$ cat src/hdl/assert_macros.svh
// assertion macros used by the rtl files
`ifndef ASSERT_MACROS_SVH
`define ASSERT_MACROS_SVH

`ifndef SYNTHESIS
// property checked on every rising clock edge outside reset
`define OLS_ASSERT(lbl, clk, rst_n, prop) \
    lbl: assert property (@(posedge clk) disable iff (!rst_n) prop) \
        else $error("ols assertion failed");
// property checked on every rising clock edge, reset included
`define OLS_ASSERT_ALWAYS(lbl, clk, prop) \
    lbl: assert property (@(posedge clk) prop) \
        else $error("ols assertion failed");
`else
`define OLS_ASSERT(lbl, clk, rst_n, prop)
`define OLS_ASSERT_ALWAYS(lbl, clk, prop)
`endif

`endif

$ cat src/hdl/ols_pkg.sv
// types and constants for the ordered list store
`default_nettype none

package ols_pkg;

    // store geometry
    localparam int DEPTH  = 64;
    localparam int CNT_W  = $clog2(DEPTH + 1);
    localparam int VAL_W  = 32;
    localparam int FLD_W  = 7;
    localparam int CMP_W  = ((CNT_W > FLD_W) ? CNT_W : FLD_W) + 1;

    // search tree grouping
    localparam int GRP    = 8;
    localparam int GRP_W  = $clog2(GRP);
    localparam int NGRP   = (DEPTH + GRP - 1) / GRP;

    typedef logic signed [VAL_W-1:0] t_value;

    typedef enum logic [1:0] {
        KIND_INSERT = 2'd0,
        KIND_DELETE = 2'd1,
        KIND_SEARCH = 2'd2
    } t_kind;

    typedef enum logic [1:0] {
        ST_OK    = 2'd0,
        ST_RANGE = 2'd1,
        ST_FULL  = 2'd2
    } t_status;

    typedef enum logic [1:0] {
        S_IDLE,
        S_CMP,
        S_GRP,
        S_FIN
    } t_state;

    // what a cell loads on the next edge
    typedef enum logic [1:0] {
        SEL_HOLD,
        SEL_LOAD,
        SEL_LEFT,
        SEL_RIGHT
    } t_cell_sel;

    typedef struct packed {
        t_cell_sel sel;
        logic      live;
    } t_cell_ctl;

endpackage

`default_nettype wire

$ cat src/hdl/ols_cell.sv
// one storage cell of the list chain with its own equality compare
`default_nettype none

module ols_cell (
    input  wire logic               i_clk,
    input  wire ols_pkg::t_cell_ctl i_ctl,
    input  wire ols_pkg::t_value    i_load,
    input  wire ols_pkg::t_value    i_left,
    input  wire ols_pkg::t_value    i_right,
    input  wire ols_pkg::t_value    i_key,
    output ols_pkg::t_value         o_data,
    output logic                    o_match
);
    import ols_pkg::*;

    t_value r_data;
    t_value n_data;
    logic   r_match;

    // pick the next entry value: hold, new value or a neighbor
    always_comb begin
        case (i_ctl.sel)
            SEL_LOAD:  n_data = i_load;
            SEL_LEFT:  n_data = i_left;
            SEL_RIGHT: n_data = i_right;
            default:   n_data = r_data;
        endcase
    end

    always_ff @(posedge i_clk) begin
        r_data  <= n_data;
        r_match <= i_ctl.live && (r_data == i_key);
    end

    assign o_data  = r_data;
    assign o_match = r_match;

endmodule

`default_nettype wire

$ cat config.mk
export PLATFORM = sky130hd
export DESIGN_NAME = ols_cell
export DESIGN_NICKNAME = d
export VERILOG_FILES = /design/src/hdl/assert_macros.svh /design/src/hdl/ols_pkg.sv /design/src/hdl/ols_cell.sv
export SDC_FILE = /design/constraint.sdc
export NUM_CORES = 1
export LEC_CHECK = 0
export ABC_AREA = 1
export ABC_CLOCK_PERIOD_IN_PS = 2200
export BUFFER_PORTS_ARGS = -buffer_cell sky130_fd_sc_hd__buf_4
export CORE_MARGIN = 5
export CORE_UTILIZATION = 30
export CTS_BUF_LIST = sky130_fd_sc_hd__clkbuf_16
export DETAILED_ROUTE_END_ITERATION = 10
export PLACE_DENSITY = 0.73
export SETUP_SLACK_MARGIN = 0.3
export SLEW_MARGIN = 30
export SYNTH_ARGS = -nofsm -noshare
export SYNTH_HDL_FRONTEND = slang
export SYNTH_SLANG_ARGS = --single-unit
$ cat constraint.sdc
create_clock -name i_clk -period 2.2 [get_ports i_clk]
set_clock_uncertainty 0.05 [all_clocks]
set_input_delay 0 -clock i_clk [delete_from_list [all_inputs] [get_ports i_clk]]
set_output_delay 0 -clock i_clk [all_outputs]
set_load 0.05 [all_outputs]
==> results.md <==
- Status: complete, no violations
- Switch share: 33.2%
- Fin area: 4320 sq um
- Most used cell, CP: buf_4
- CP Max Fanout: 33
- Commonest non-fill, non-tap cell in the layout: buf_4
- Sinks on Clock Net: 33
- Top cell type's share of synthesized area: 42.8%
- Synth area leaders: edfxtp_1 (43%), nand2_1 (21%), nand3_1 (15%)
- Syn Nets: 448
- Clock Latency Late Sink: 270 ps
- Post-Route WL: 8740 um
- Avg Inst Size Synth: 7.10 sq um
- Seq cells post-synth: 33
- Root Driver: clkbuf_16
- Gr ovfl total: 0
- Std-Cell Rows: 31
- Setup Viol. Count Final: 0
- DRC viols: 0
- Area of the core: 7250 sq um
- Number of global-route vias before repair: 2,850
- First-pass DRT Iterations: 4
- Largest net degree at the start of global routing: 34
- Die area: 9310 sq um
- Post-CTS Setup Inserts: 0
- Routed len/inst: 13.7 um
- Worst path bufs/invs: 3
- Placer Congestion: 0.760
- Clock power frac: 27.1%
- Max transition margin: 69.5%
- Syn Std Cell Area: 2240 sq um
- Seq pwr share: 34.3%
- RSZ-0062 raised after global routing: no
- Worst Hold Class: in2reg
- Port Buffers: 164
- CP Capture Type: register
- First-pass GRT wire length: 13,100 um
- Power Density: 563 nW/um^2
- Warnings, synthesis: 0
- Final setup TNS: 0 ps
- Crit-path max cell delay: 560 ps
- Final Hold Viols: 0
- Final Cycle Share: 68.6%
- Hold buffers post-CTS: 64
- Worst path slowest cell: dlygate4sd3_1
- # resized after CTS: 0
- Htree depth: 2
- Crit path max-delay family: buffers and inverters
- Maximum clock frequency: 663 MHz
- Int Power: 1630 uW
- Cts bufs inserted: 5
- Vias per inst: 4.51
- Placed inst area: 3540 sq um
- Logic pwr share: 38.6%
- Slew @ Worst Pin: 458 ps
- Minimum clock period: 1510 ps
- Clock transition at path regs: 50 ps
- Final antenna diode count: 0
- CP Data Arrival Time: 1590 ps
- Mapped Cells: 316
- Yosys top cell by area: edfxtp_1
- Maxcap violations: 0
- Worst vdd ir: 316 uV
- Share of layout cells above drive strength 1: 32.9%
- CP Class: in2reg
- Area grow syn2layout: 92.7%
- Fillers: 639
- Synth unique cells: 17
- IO Pins: 165
- CP required: 2280 ps
- CTS tree: done
- Die Ht: 96.5 um
- Post-DP HPWL: 6500 um
- Slew Limit Fails: 0
- Highest-count cells in the layout ignoring fill and taps: buf_4 (166), nand2_1 (124), nand3_1 (66), dlygate4sd3_1 (64), inv_1 (39)
- Startpoint types: input pin
- Nets: 672
- Antenna violations before repair: 0
- CTS Buffer Depth: 2
- Sequential-to-total area share from yosys stat: 43.7%
- Leakage: 0.00222 uW
- Initial Utilization: 30.9%
- Initial drt markers: 101
- Die width: 96.5 um
- Switch Pwr: 809 uW
- Antenna-violating nets left: 0
- Via count: 2,885
- Total GRT Usage: 18.3%
- CP cell instances: buf_4, buf_4, nor2_8, nand2_1, nand3_1, dlygate4sd3_1
kinds of logic (layout without fill, tap and decap cells):
kind of cell,Yosys count,in the layout,share of synthesized area (%)
buf+inv,54,279,11.0
compound gates,8,8,1.90
simple gates,213,213,40.3
flops,33,33,43.7
xor+xnor,8,8,3.12
power groups by stage:
stage	Clock (uW)	Sequential (uW)	Combinational, uW
after floorplan	0	1090	216
after global placement	0	847	813
after detailed placement	0	850	821
after CTS	671	837	940
after global routing	705	846	1010
final	660	836	940
layout make-up:
type | count | area (sq um) | area share (%)
clock inverter | 3 | 17.5 | 0.405
tap | 99 | 124 | 2.87
inverter | 40 | 153 | 3.53
timing repair buffer | 231 | 1910 | 44.1
sequential | 33 | 981 | 22.7
multi-input combinational | 229 | 1020 | 23.5
clock buffer | 5 | 125 | 2.89
tightest hold or removal path: cells and delay by family:
family	cells	cell delay [ps]
xor+xnor	1	60
buf+inv	1	80
simple gates	4	190
metal layers:
layer | part of all wire [%] | up-vias | GRT usage [%] | wire, um
met5 | 0 | - | 0 | 0
met4 | 1.9 | 0 | 5.49 | 165
met3 | 7.8 | 14 | 4.03 | 681
met2 | 51 | 120 | 33.8 | 4500
met1 | 39 | 1297 | 21.0 | 3390
li1 | - | 1454 | - | -
cells in the mapped netlist:
cell type  number
buf_2           9
buf_4           2
buf_6           3
dfxtp_1         1
edfxtp_1       32
inv_1          39
inv_4           1
nand2_1       124
nand3_1        66
nor2_1         19
nor2_8          1
nor3_1          2
o211ai_1        1
o21ai_0         7
or2_2           1
xnor2_1         5
xor2_1          3
worst paths after layout:
path | endpoint | cells after the start | startpoint | slack [ps]
worst max register to register | o_match | 8 | o_data[14] | 1010
worst min register to register | o_match | 5 | o_data[27] | 620
worst min-delay path | o_match | 6 | i_key[27] | 70
worst max-delay path | o_data[26] | 6 | i_ctl[1] | 690
per-stage QoR:
stage | hold slack, ps | util (%) | instances | power [uW] | setup WS [ps]
after floorplan | 140 | - | 316 | 1310 | 901
after global placement | 227 | 48.8 | 568 | 1660 | 1000
after detailed placement | 229 | 48.8 | 568 | 1670 | 968
after CTS | 65.1 | 59.6 | 640 | 2450 | 718
after global routing | 91.0 | 59.6 | 640 | 2560 | 588
final | 65.4 | 59.6 | 640 | 2440 | 691
registers in the layout (all words and copies together), names as in the netlist:
name and count:
o_data 32, o_match 1
Note: power is estimated with default switching activity, not from simulation.
