<file path="src/hdl/assert_macros.svh">
// assertion macros used by the rtl files
`ifndef ASSERT_MACROS_SVH
`define ASSERT_MACROS_SVH

`ifndef SYNTHESIS
// property checked on every rising clock edge outside reset
`define OLS_ASSERT(lbl, clk, rst_n, prop) \
    lbl: assert property (@(posedge clk) disable iff (!rst_n) prop) \
        else $error("ols assertion failed");
// property checked on every rising clock edge, reset included
`define OLS_ASSERT_ALWAYS(lbl, clk, prop) \
    lbl: assert property (@(posedge clk) prop) \
        else $error("ols assertion failed");
`else
`define OLS_ASSERT(lbl, clk, rst_n, prop)
`define OLS_ASSERT_ALWAYS(lbl, clk, prop)
`endif

`endif

</file>
<file path="src/hdl/ols_pkg.sv">
// types and constants for the ordered list store
`default_nettype none

package ols_pkg;

    // store geometry
    localparam int DEPTH  = 64;
    localparam int CNT_W  = $clog2(DEPTH + 1);
    localparam int VAL_W  = 32;
    localparam int FLD_W  = 7;
    localparam int CMP_W  = ((CNT_W > FLD_W) ? CNT_W : FLD_W) + 1;

    // search tree grouping
    localparam int GRP    = 8;
    localparam int GRP_W  = $clog2(GRP);
    localparam int NGRP   = (DEPTH + GRP - 1) / GRP;

    typedef logic signed [VAL_W-1:0] t_value;

    typedef enum logic [1:0] {
        KIND_INSERT = 2'd0,
        KIND_DELETE = 2'd1,
        KIND_SEARCH = 2'd2
    } t_kind;

    typedef enum logic [1:0] {
        ST_OK    = 2'd0,
        ST_RANGE = 2'd1,
        ST_FULL  = 2'd2
    } t_status;

    typedef enum logic [1:0] {
        S_IDLE,
        S_CMP,
        S_GRP,
        S_FIN
    } t_state;

    // what a cell loads on the next edge
    typedef enum logic [1:0] {
        SEL_HOLD,
        SEL_LOAD,
        SEL_LEFT,
        SEL_RIGHT
    } t_cell_sel;

    typedef struct packed {
        t_cell_sel sel;
        logic      live;
    } t_cell_ctl;

endpackage

`default_nettype wire

</file>
<file path="src/hdl/ols_find.sv">
// registered first-match finder over the cell match flags
`default_nettype none

module ols_find (
    input  wire logic                       i_clk,
    input  wire logic [ols_pkg::DEPTH-1:0]  i_match,
    output logic      [ols_pkg::CNT_W-1:0]  o_found
);
    import ols_pkg::*;

    logic [NGRP*GRP-1:0] w_pad;
    logic                r_grp_hit [NGRP];
    logic [GRP_W-1:0]    r_grp_idx [NGRP];
    logic                n_grp_hit [NGRP];
    logic [GRP_W-1:0]    n_grp_idx [NGRP];

    // pad the flags out to whole groups
    always_comb begin
        w_pad = '0;
        w_pad[DEPTH-1:0] = i_match;
    end

    // first hit inside each group
    always_comb begin
        for (int g = 0; g < NGRP; g++) begin
            n_grp_hit[g] = 1'b0;
            n_grp_idx[g] = '0;
            for (int k = GRP - 1; k >= 0; k--) begin
                if (w_pad[g*GRP + k]) begin
                    n_grp_hit[g] = 1'b1;
                    n_grp_idx[g] = GRP_W'(k);
                end
            end
        end
    end

    always_ff @(posedge i_clk) begin
        r_grp_hit <= n_grp_hit;
        r_grp_idx <= n_grp_idx;
    end

    // first group with a hit gives the 1-based position
    always_comb begin
        o_found = '0;
        for (int g = NGRP - 1; g >= 0; g--) begin
            if (r_grp_hit[g]) begin
                o_found = CNT_W'(g*GRP + int'(r_grp_idx[g]) + 1);
            end
        end
    end

endmodule

`default_nettype wire

</file>
<file path="config.mk">
export PLATFORM = sky130hd
export DESIGN_NAME = ols_find
export DESIGN_NICKNAME = d
export VERILOG_FILES = /design/src/hdl/assert_macros.svh /design/src/hdl/ols_pkg.sv /design/src/hdl/ols_find.sv
export SDC_FILE = /design/constraint.sdc
export NUM_CORES = 1
export LEC_CHECK = 0
export ABC_AREA = 0
export BUFFER_PORTS_ARGS = -buffer_cell sky130_fd_sc_hd__buf_2
export CORE_MARGIN = 4
export CORE_UTILIZATION = 30
export CTS_CLUSTER_DIAMETER = 60
export CTS_CLUSTER_SIZE = 40
export DETAILED_ROUTE_END_ITERATION = 12
export GPL_TIMING_DRIVEN = 1
export PLACE_DENSITY_LB_ADDON = 0.25
export SETUP_SLACK_MARGIN = 0.1
export SLEW_MARGIN = 20
export SYNTH_ARGS = -nofsm -noshare
export SYNTH_HDL_FRONTEND = slang
export SYNTH_SLANG_ARGS = --single-unit
</file>
<file path="constraint.sdc">
create_clock -name i_clk -period 1.06 [get_ports i_clk]
set_input_delay 0 -clock i_clk [delete_from_list [all_inputs] [get_ports i_clk]]
set_output_delay 0 -clock i_clk [all_outputs]
set_load 0.02 [all_outputs]
</file>
==> results, run 1 <==
- The run finished, with violations left.
- The checks that failed: negative hold slack, negative setup slack.
- The final number of max-transition violations is 0.
- The total number of yosys warnings is 0.
- Counting along the longest clock path gives a buffer depth of 2.
- Counting flops with an async set or reset pin after synthesis yields a share of 0%.
- The maximum VDD drop is 0.000770 V.
- The number of nets still failing antenna checks after routing is 0.
- The count of unresolved DRC violations after routing is 0.
- Entering global routing, the biggest net connects 11 pins.
- Static timing analysis puts the maximum clock frequency at 589 MHz.
- The biggest area contributor in the post-synthesis netlist is dfxtp_1.
- The final critical path takes up 160% of the cycle.
- The clock tree from TritonCTS is yes.
- Data arrives at the worst endpoint at 1.70 ns.
- The antenna cell count is 0.
- Averaged over all synthesized cells, the footprint is 7.94 um^2.
- The initial cell density of the core is 31.3%.
- In this run the power density over the cells is 848 nW/um^2.
- The kind of end point of the critical path is a primary output.
- Counting distinct cell types in the post-synthesis netlist gives 36.
- The most common cell after layout, fill and taps aside is buf_2.
- The number of antenna violations at the first check in global routing was 0.
- The type of the worst min-delay path is in2reg.
- Setup repair after global routing could not meet its margin everywhere.
- STA puts the critical path data required time at 1.06 ns.
- The element type at the critical path start is a flop.
- The pre-CTS setup slack is -0.513 ns.
- The final layout contains routed wiring with a total length of 6090 um.
- The number of max-capacitance violations reported is 0.
- The most instantiated flip-flop cell in the synthesis netlist is dfxtp_1.
- The number of nets in the layout is 469.
- The number of clock buffers added by TritonCTS is 5.
- The net switching power is 0.785 mW.
- The top cell types in the final layout, fill and taps aside, are buf_2, dlygate4sd3_1, buf_4, nor3_1, inv_1.
- The clock net in this run drives a total of 32 sinks.
- The final core area utilization is 62.3%.
- Global routing consumed, over all layers together, 15.3% of the routing resources.
- The share of synthesized area occupied by flip-flops and latches is 34.2%.
- The count of endpoints failing hold in the final timing report is 5.
- The worst-case headroom to the max-slew limit is 73.5%.
- The I/O pin count is 72.
- The area after detailed placement is 2610 um^2.
- After detailed routing, the average wire length per cell comes to 13.0 um.
- The worst-case hold slack is -0.0460 ns.
- Relative to the synthesized area, the layout overhead comes to 99.2%.
- The leakage power total is 1.63 nW.
- The synthesized design contains 32 register bits.
- The number of global-route vias before repair was 2308.
- Of all nets on the critical path, the largest fanout is 2.
- The number of placed instances, taps included, is 402.
- Leaving out filler cells and counting taps, the final layout contains 468.
- Using the TritonRoute via totals, the vias-per-cell ratio works out to 4.85.
- The top cell type by area accounts for 34.2% of the synthesized area.
- In this run the cell area of the synthesized design comes to 1870 um^2.
- After clock tree synthesis, the clock-pin slew on the worst setup and hold paths is 0.07 ns.
- Net switching is 24.8% of the power.
- Ranked by total cell area, the synthesized netlist is headed by dfxtp_1, ha_1, nor3_1.
- Global routing finished with a remaining overflow of 0.
- The time the worst path needs with I/O delays and setup is 1.70 ns.
- The cell at the root of the clock tree is clkbuf_8.
- The placer congestion estimate is 0.766.
- The H-tree depth is 2.
- The fraction of layout cells with a size suffix above 1 is 47.1%.
- For the pin with the worst max-slew slack, the measured transition is 0.394 ns.
- The share of power burned in combinational logic is 23.9%.
- The net count after synthesis is 313.
- In this run the tool buffered the top-level ports with 71 buffer cells.
- The critical path start-end classification is reg2out.
- The placeable core region is 5990 um^2.
- The clock network fraction of design power is 35.3%.
- Once routing completed, OpenROAD measured the worst setup slack at -0.637 ns.
- The height of the die is 87.0 um.
- The fraction of power consumed by sequential logic is 40.7%.
- The die is 87.0 um wide.
- After the first detailed-routing iteration, the DRC count stood at 52.
- With fillers left out, the area of the finished cells amounts to 3730 um^2.
- The internal power contribution is 2.38 mW.
- The die covers 7570 um^2.
- The first global-routing pass estimated 9320 um of wire.
- Setup violations remaining at the end of the flow were counted as 7.
- The number of placement rows is 28.
- Before antenna repair, the detailed router went through 4 iterations.
- Yosys mapped a number of flops with a built-in enable equal to 0.
- The total vias in the final route is 2268.
- The HPWL after detailed placement is 3850 um.
- After technology mapping, the gate count stands at 236.
==> path summary, 6_finish.rpt <==
path           end  slack, ns          from  cells after the start
max     o_found[2]      -0.64  r_grp_idx[6]                      6
min   r_grp_hit[0]      -0.05   i_match[61]                      3
==> cells in the mapped netlist, drive strengths merged, types with 2 or more instances <==
library cell and instances:
dfxtp 32, nor3 27, inv 22, a21oi 21
nor4 18, nor2b 15, nor2 13, ha 12
nand2 12, nand2b 11, o21bai 8, o21ai 7
buf 6, nand3 4, a221oi 3, a31oi 3
a22oi 2, and4 2, nand4 2, nor3b 2
xnor2 2, xor2 2
==> critical path, cell delays in order (launching register included) <==
cell and delay (ns):
dfxtp_2 0.34, ha_4 0.16, ha_4 0.21, a2bb2oi_2 0.13, a221oi_2 0.29, o32ai_2 0.12
buf_4 0.17
==> cell type report <==
class / count / area (um^2)
fillers: 484 / 2260
well taps: 75 / 93.8
clock inverters: 2 / 35.0
multi-input cells: 176 / 1560
inverters: 22 / 82.6
flip-flops and latches: 32 / 667
clock buffers: 6 / 72.6
repair buffers: 155 / 1220
==> per-stage QoR <==
stage	power, mW	TNS [ns]
2_1_floorplan	1.51	-0.988
3_3_place_gp	1.76	-2.13
3_5_place_dp	1.77	-2.10
4_1_cts	3.07	-3.60
5_1_grt	3.35	-3.99
6_report	3.16	-3.51
==> repair_timing <==
action / CTS / global route
buffers inserted: 4 / 1
hold buffers: 50 / 6
gates resized for setup: 41 / 51
endpoints found under the hold margin: 26 / 10
endpoints found under the setup margin: 7 / 31
pin swaps: 19 / 25
==> power by group through the flow <==
stage          clock, mW  combinational [mW]  sequential, mW
6_report            1.12               0.757            1.29
5_1_grt             1.22               0.830            1.29
4_1_cts             1.14               0.629            1.29
3_5_place_dp           0               0.456            1.31
3_3_place_gp           0               0.444            1.31
2_1_floorplan          0               0.204            1.31
==> cell families (layout without fill, tap and decap cells) <==
kind of cell	Yosys count	after routing	synth area share, %
simple gates	109	109	31.9
compound gates	51	51	17.8
flops	32	32	34.2
buf+inv	28	185	6.28
fa+ha+maj	12	12	8.02
xor+xnor	4	4	1.87
==> flip-flops by register name (all words and copies together), names as in the netlist <==
| register | cells |
|---|---|
| r_grp_hit | 8 |
| r_grp_idx | 24 |
==> layer usage <==
layer	wire length, um	part of all wire, %	track usage, %	vias up
met5	0	0	0	-
met4	117	1.9	5.95	0
met3	265	4.3	2.84	10
met2	3370	55	29.1	56
met1	2340	38	16.5	1029
li1	-	-	-	1173
No activity file was read; power rests on OpenSTA's default activity.
==> run 2, diff against run 1 <==
BUFFER_PORTS_ARGS = -buffer_cell sky130_fd_sc_hd__buf_4   (was -buffer_cell sky130_fd_sc_hd__buf_2)
CORE_MARGIN = 2   (was 4)
CORE_UTILIZATION = 44   (was 30)
==> run 2 against run 1 <==
Effect of this change:
- the flow now stops in 5_1_grt
- synthesized cell count unchanged
- synthesized area unchanged
==> results, run 2 <==
- The unique cell type count in the Yosys netlist is 36.
- The number of antenna violations at the first check in global routing was 2.
- From bottom edge to top edge, the die measures 69.2 um.
- The worst endpoint left by the global-route repair_timing run is o_found[0].
- The longest clock path from root to sink contains 2 buffers.
- The stage where the run came to a stop is 5_1_grt.
- The HPWL after detailed placement is 3970 um.
- The pin type at the end of the worst path is a primary output.
- The count of buffers added on input and output ports is 71.
- For this run, the leading register cell type out of synthesis is dfxtp_1.
- The cell type with the highest aggregate area in the netlist is dfxtp_1.
- In this run the cell area of the synthesized design comes to 1870 um^2.
- The total overflow left after global routing is 167.
- The portion of synthesized cell area occupied by the leading cell type is 34.2%.
- The initial cell density of the core is 46.2%.
- The tool reported: "[ERROR GRT-0232] Routing congestion too high. Check the congestion heatmap in the GUI".
- Counting the buffers created by CTS gives 5.
- The cell count after synthesis came out at 236.
- After synthesis, the mean cell area works out to 7.94 um^2.
- The share of synthesized area occupied by flip-flops and latches is 34.2%.
- For this run, the number of Yosys warnings is 0.
- The clock drives 32 sinks.
- The flow did not finish.
- The pin count of the biggest net entering global routing is 11.
- CTS placed an instance of clkbuf_8 at the clock tree root.
- Of all flip-flops after synthesis, the portion carrying an async set or reset was 0%.
- The number of placement rows is 23.
- In this run, synthesis inferred 0 flip-flops with an integrated enable.
- The H-tree depth is 2.
- Ranked by instance count, the synthesized netlist is headed by dfxtp_1, nor3_1, inv_1.
- After synthesis the netlist holds a flip-flop and latch count of 32.
- The number of nets in the synthesized netlist is 313.
- Pin placement for this block handled 72 I/O pins.
- The most frequently used cell type in the post-synthesis netlist is dfxtp_1.
- The total global routing track utilization is 72.8%.
- The placer congestion estimate is 0.888.
- The pre-CTS setup slack is -0.535 ns.
- Sorting the synthesized cells by area gives the leading types as dfxtp_1, ha_1, nor3_1.
- The overall die width is 69.2 um.
-- run 2: kinds of logic after synthesis --
kind of cell,Yosys count,synth area share [%]
compound gates,51,17.8
xor+xnor,4,1.87
buf+inv,28,6.28
fa+ha+maj,12,8.02
flops,32,34.2
simple gates,109,31.9
-- run 2: metrics by stage --
stage | cells | hold WS, ns | instance area, um^2 | utilization (%) | setup TNS [ns]
4_1_cts | 436 | -0.0692 | 3550 | 87.4 | -3.68
3_3_place_gp | 376 | 0.171 | 2740 | 67.4 | -2.02
3_5_place_dp | 376 | 0.169 | 2740 | 67.4 | -2.11
2_1_floorplan | 236 | 0.0617 | 2000 | - | -0.988
-- run 2: routing by layer --
metal	GRT overflow	track usage, %
met5	0	0
met4	58	88.5
met3	2	39.5
met2	107	102
met1	0	68.0
-- run 2: what timing repair did --
item / CTS
endpoints found under the setup margin: 7
endpoints found under the hold margin: 31
resized for setup: 40
hold buffers: 49
setup buffers: 4
pin swaps: 18
==> run 3, diff against run 2 <==
CORE_UTILIZATION = 35   (was 44)
CTS_CLUSTER_DIAMETER = default   (was 60)
CTS_CLUSTER_SIZE = default   (was 40)
PLACE_DENSITY_LB_ADDON = 0.15   (was 0.25)
SETUP_SLACK_MARGIN = default   (was 0.1)
clock period = 1.4 ns   (was 1.06 ns; I/O delays follow)
==> run 3 against run 2 <==
Effect of this change:
- the flow now finishes, with violations (negative setup slack)
==> results, run 3 (synthesis gave the netlist of run 1 again) <==
- Per report_power, the clock group accounts for 35.9% of the total.
- The setup slack after layout is -0.297 ns.
- The leakage power total is 1.58 nW.
- Internal power comes to 1.84 mW.
- In this run the power density over the cells is 664 nW/um^2.
- The final setup violation count is 7.
- The type of the worst min-delay path is in2reg.
- Summed over all nets, the switching power comes to 0.588 mW.
- The core region is 5140 um^2.
- At the pin with the least slew margin, the transition time is 0.394 ns.
- The global-route wire length before repair is 9140 um.
- The clock slew at the register clock pins of the worst setup and hold paths is 0.07 ns.
- Across the VDD grid, the largest voltage drop is 0.000498 V.
- The via density per instance is 4.79.
- The count of cells in the finished layout, fillers not included, comes to 461.
- The routed design has 5550 um of wire.
- The CTS buffer count is 5.
- The worst setup path is launched from a flop.
- The switching part of the total is 24.2%.
- The arrival time at the worst endpoint is 1.70 ns.
- The final reports fail on negative setup slack.
- The I/O pin count is 72.
- Prior to clock tree synthesis, the placed netlist has a worst setup slack of -0.167 ns.
- The worst setup path startpoint is r_grp_idx[6].
- The number of antenna violations at the first check in global routing came to 0.
- The final total negative setup slack is -1.14 ns.
- The number of nets in the layout is 467.
- The floorplan step set the die height to 77.2 um.
- Global routing used 18.9% of the available tracks.
- The number of global-route vias before repair came to 2196.
- The smallest clock period supported by the final layout is computed as 1.70 ns.
- The worst pin sits at a relative slew slack of 73.5%.
- The cell at the root of the clock tree is clkbuf_8.
- The largest registers in the layout are r_grp_idx x24, r_grp_hit x8.
- TritonCTS built the clock tree.
- Max-cap violations in this run came to 0.
- Of all nets on the critical path, the largest fanout is 3.
- Of the total power, combinational logic draws 23.6%.
- Among all stages on the critical path, the largest delay is contributed by dfxtp_2.
- From left edge to right edge, the die measures 77.2 um.
- STA classifies the critical path endpoint as a primary output.
- After detailed routing, the average wire length per cell comes to 12.0 um.
- The largest single stage delay on the critical path is 0.34 ns.
- The maximum count of clock buffers along a single path is 2.
- The count of endpoints failing hold in the final timing report is 0.
- The share of total power dissipated in sequential elements is 40.4%.
- The number of placement rows is 26.
- The antenna cell count is 0.
- The final number of max-transition violations is 0.
- The flip-flop count of the largest register after layout is 24.
- The iteration-0 DRC count of the detailed router is 79.
- The number of nets still failing antenna checks after routing is 0.
- The worst setup path is of the reg2out kind.
- The number of placed instances, taps included, is 384.
- For the worst setup path, the data required time is 1.40 ns.
- Final hold analysis gives a worst-case slack of 0.127 ns.
- Of the available clock period, the critical path in the final layout requires 121%.
- The total overflow left after global routing is 0.
- The routed layout has 2208 vias.
- Setup repair after global routing could not meet its margin everywhere.
- Routability-driven placement finished with a final weighted congestion of 0.804.
- The first-pass iteration count of the detailed router is 4.
- The area growth from synthesis to final layout is 95.2%.
- Walking the worst path, the cells encountered are ha_4, ha_4, a2bb2oi_2, a221oi_2, o32ai_2, buf_4.
- The estimated wirelength of the detail-placed design is 3420 um.
- The die covers 5950 um^2.
- The H-tree depth is 2.
- The most common cell after layout, fill and taps aside is buf_4.
- The register with the most flip-flops in the final layout is r_grp_idx.
- Buffers placed on the I/O ports in this run total 71.
- In the routed design, unresolved DRC markers number 0.
- Entering global routing, the biggest net connects 12 pins.
- The most numerous cell on the critical path is ha_4.
- The initial cell density of the core is 36.4%.
- The flow ran to the end, but the final reports show violations.
- The top cell types in the final layout, fill and taps aside, are buf_4, dlygate4sd3_1, nor3_1, inv_1.
- The clock sink total is 32.
- The end of the critical path is o_found[2].
- The fraction of layout cells with a size suffix above 1 is 37.6%.
- Timing would allow up to 589 MHz.
-- run 3: routing by layer --
metal / GRT usage [%] / part of all wire [%] / vias up
met5: 0 / 0 / -
met4: 6.96 / 1.6 / 0
met3: 3.65 / 4.1 / 8
met2: 35.9 / 54 / 51
met1: 20.5 / 40 / 987
li1: - / - / 1162
-- run 3: repair_timing --
action,4_1_cts,5_1_grt
hold buffers,72,3
resized for setup,43,28
cloned,0,0
endpoints found under the setup margin,7,17
setup buffers,2,1
endpoints found under the hold margin,32,1
pin swaps,22,30
-- run 3: power groups by stage --
stage               Sequential, mW  Combinational, mW  Clock [mW]
floorplan                    0.986              0.142           0
global placement             0.991              0.356           0
detailed placement           0.992              0.358           0
CTS                          0.981              0.546       0.890
global route                 0.985              0.634       0.929
finish                       0.982              0.574       0.872
-- run 3: worst min path at each step --
stage,from,end,cells after the start
6_report,i_match[5],r_grp_hit[7],4
2_1_floorplan,i_match[56],r_grp_idx[0],1
4_1_cts,i_match[6],r_grp_idx[22],5
3_5_place_dp,i_match[48],r_grp_idx[3],2
5_1_grt,i_match[5],r_grp_hit[7],4
3_3_place_gp,i_match[56],r_grp_idx[0],2
-- run 3: final cells by class --
class,count,area (um^2)
tap,70,87.6
multi-input combinational,176,1360
fill,400,1480
timing repair buffer,153,1350
inverter,22,82.6
sequential,32,664
clock buffer,5,68.8
clock inverter,3,42.5
-- run 3: metrics by stage --
step / total power [mW] / utilization (%) / cell area, um^2
floorplan: 1.13 / - / 1880
global placement: 1.35 / 49.9 / 2560
detailed placement: 1.35 / 49.9 / 2560
CTS: 2.42 / 69.7 / 3580
global route: 2.55 / 71.1 / 3660
finish: 2.43 / 71.1 / 3660
-- run 3: critical path: cells and delay by family (launching register included) --
family / cells / cell delay [ns]
buffers and inverters: 1 / 0.17
flip-flops: 1 / 0.34
AO/OA/AOI/OAI: 3 / 0.53
adder cells (fa/ha/maj): 2 / 0.37
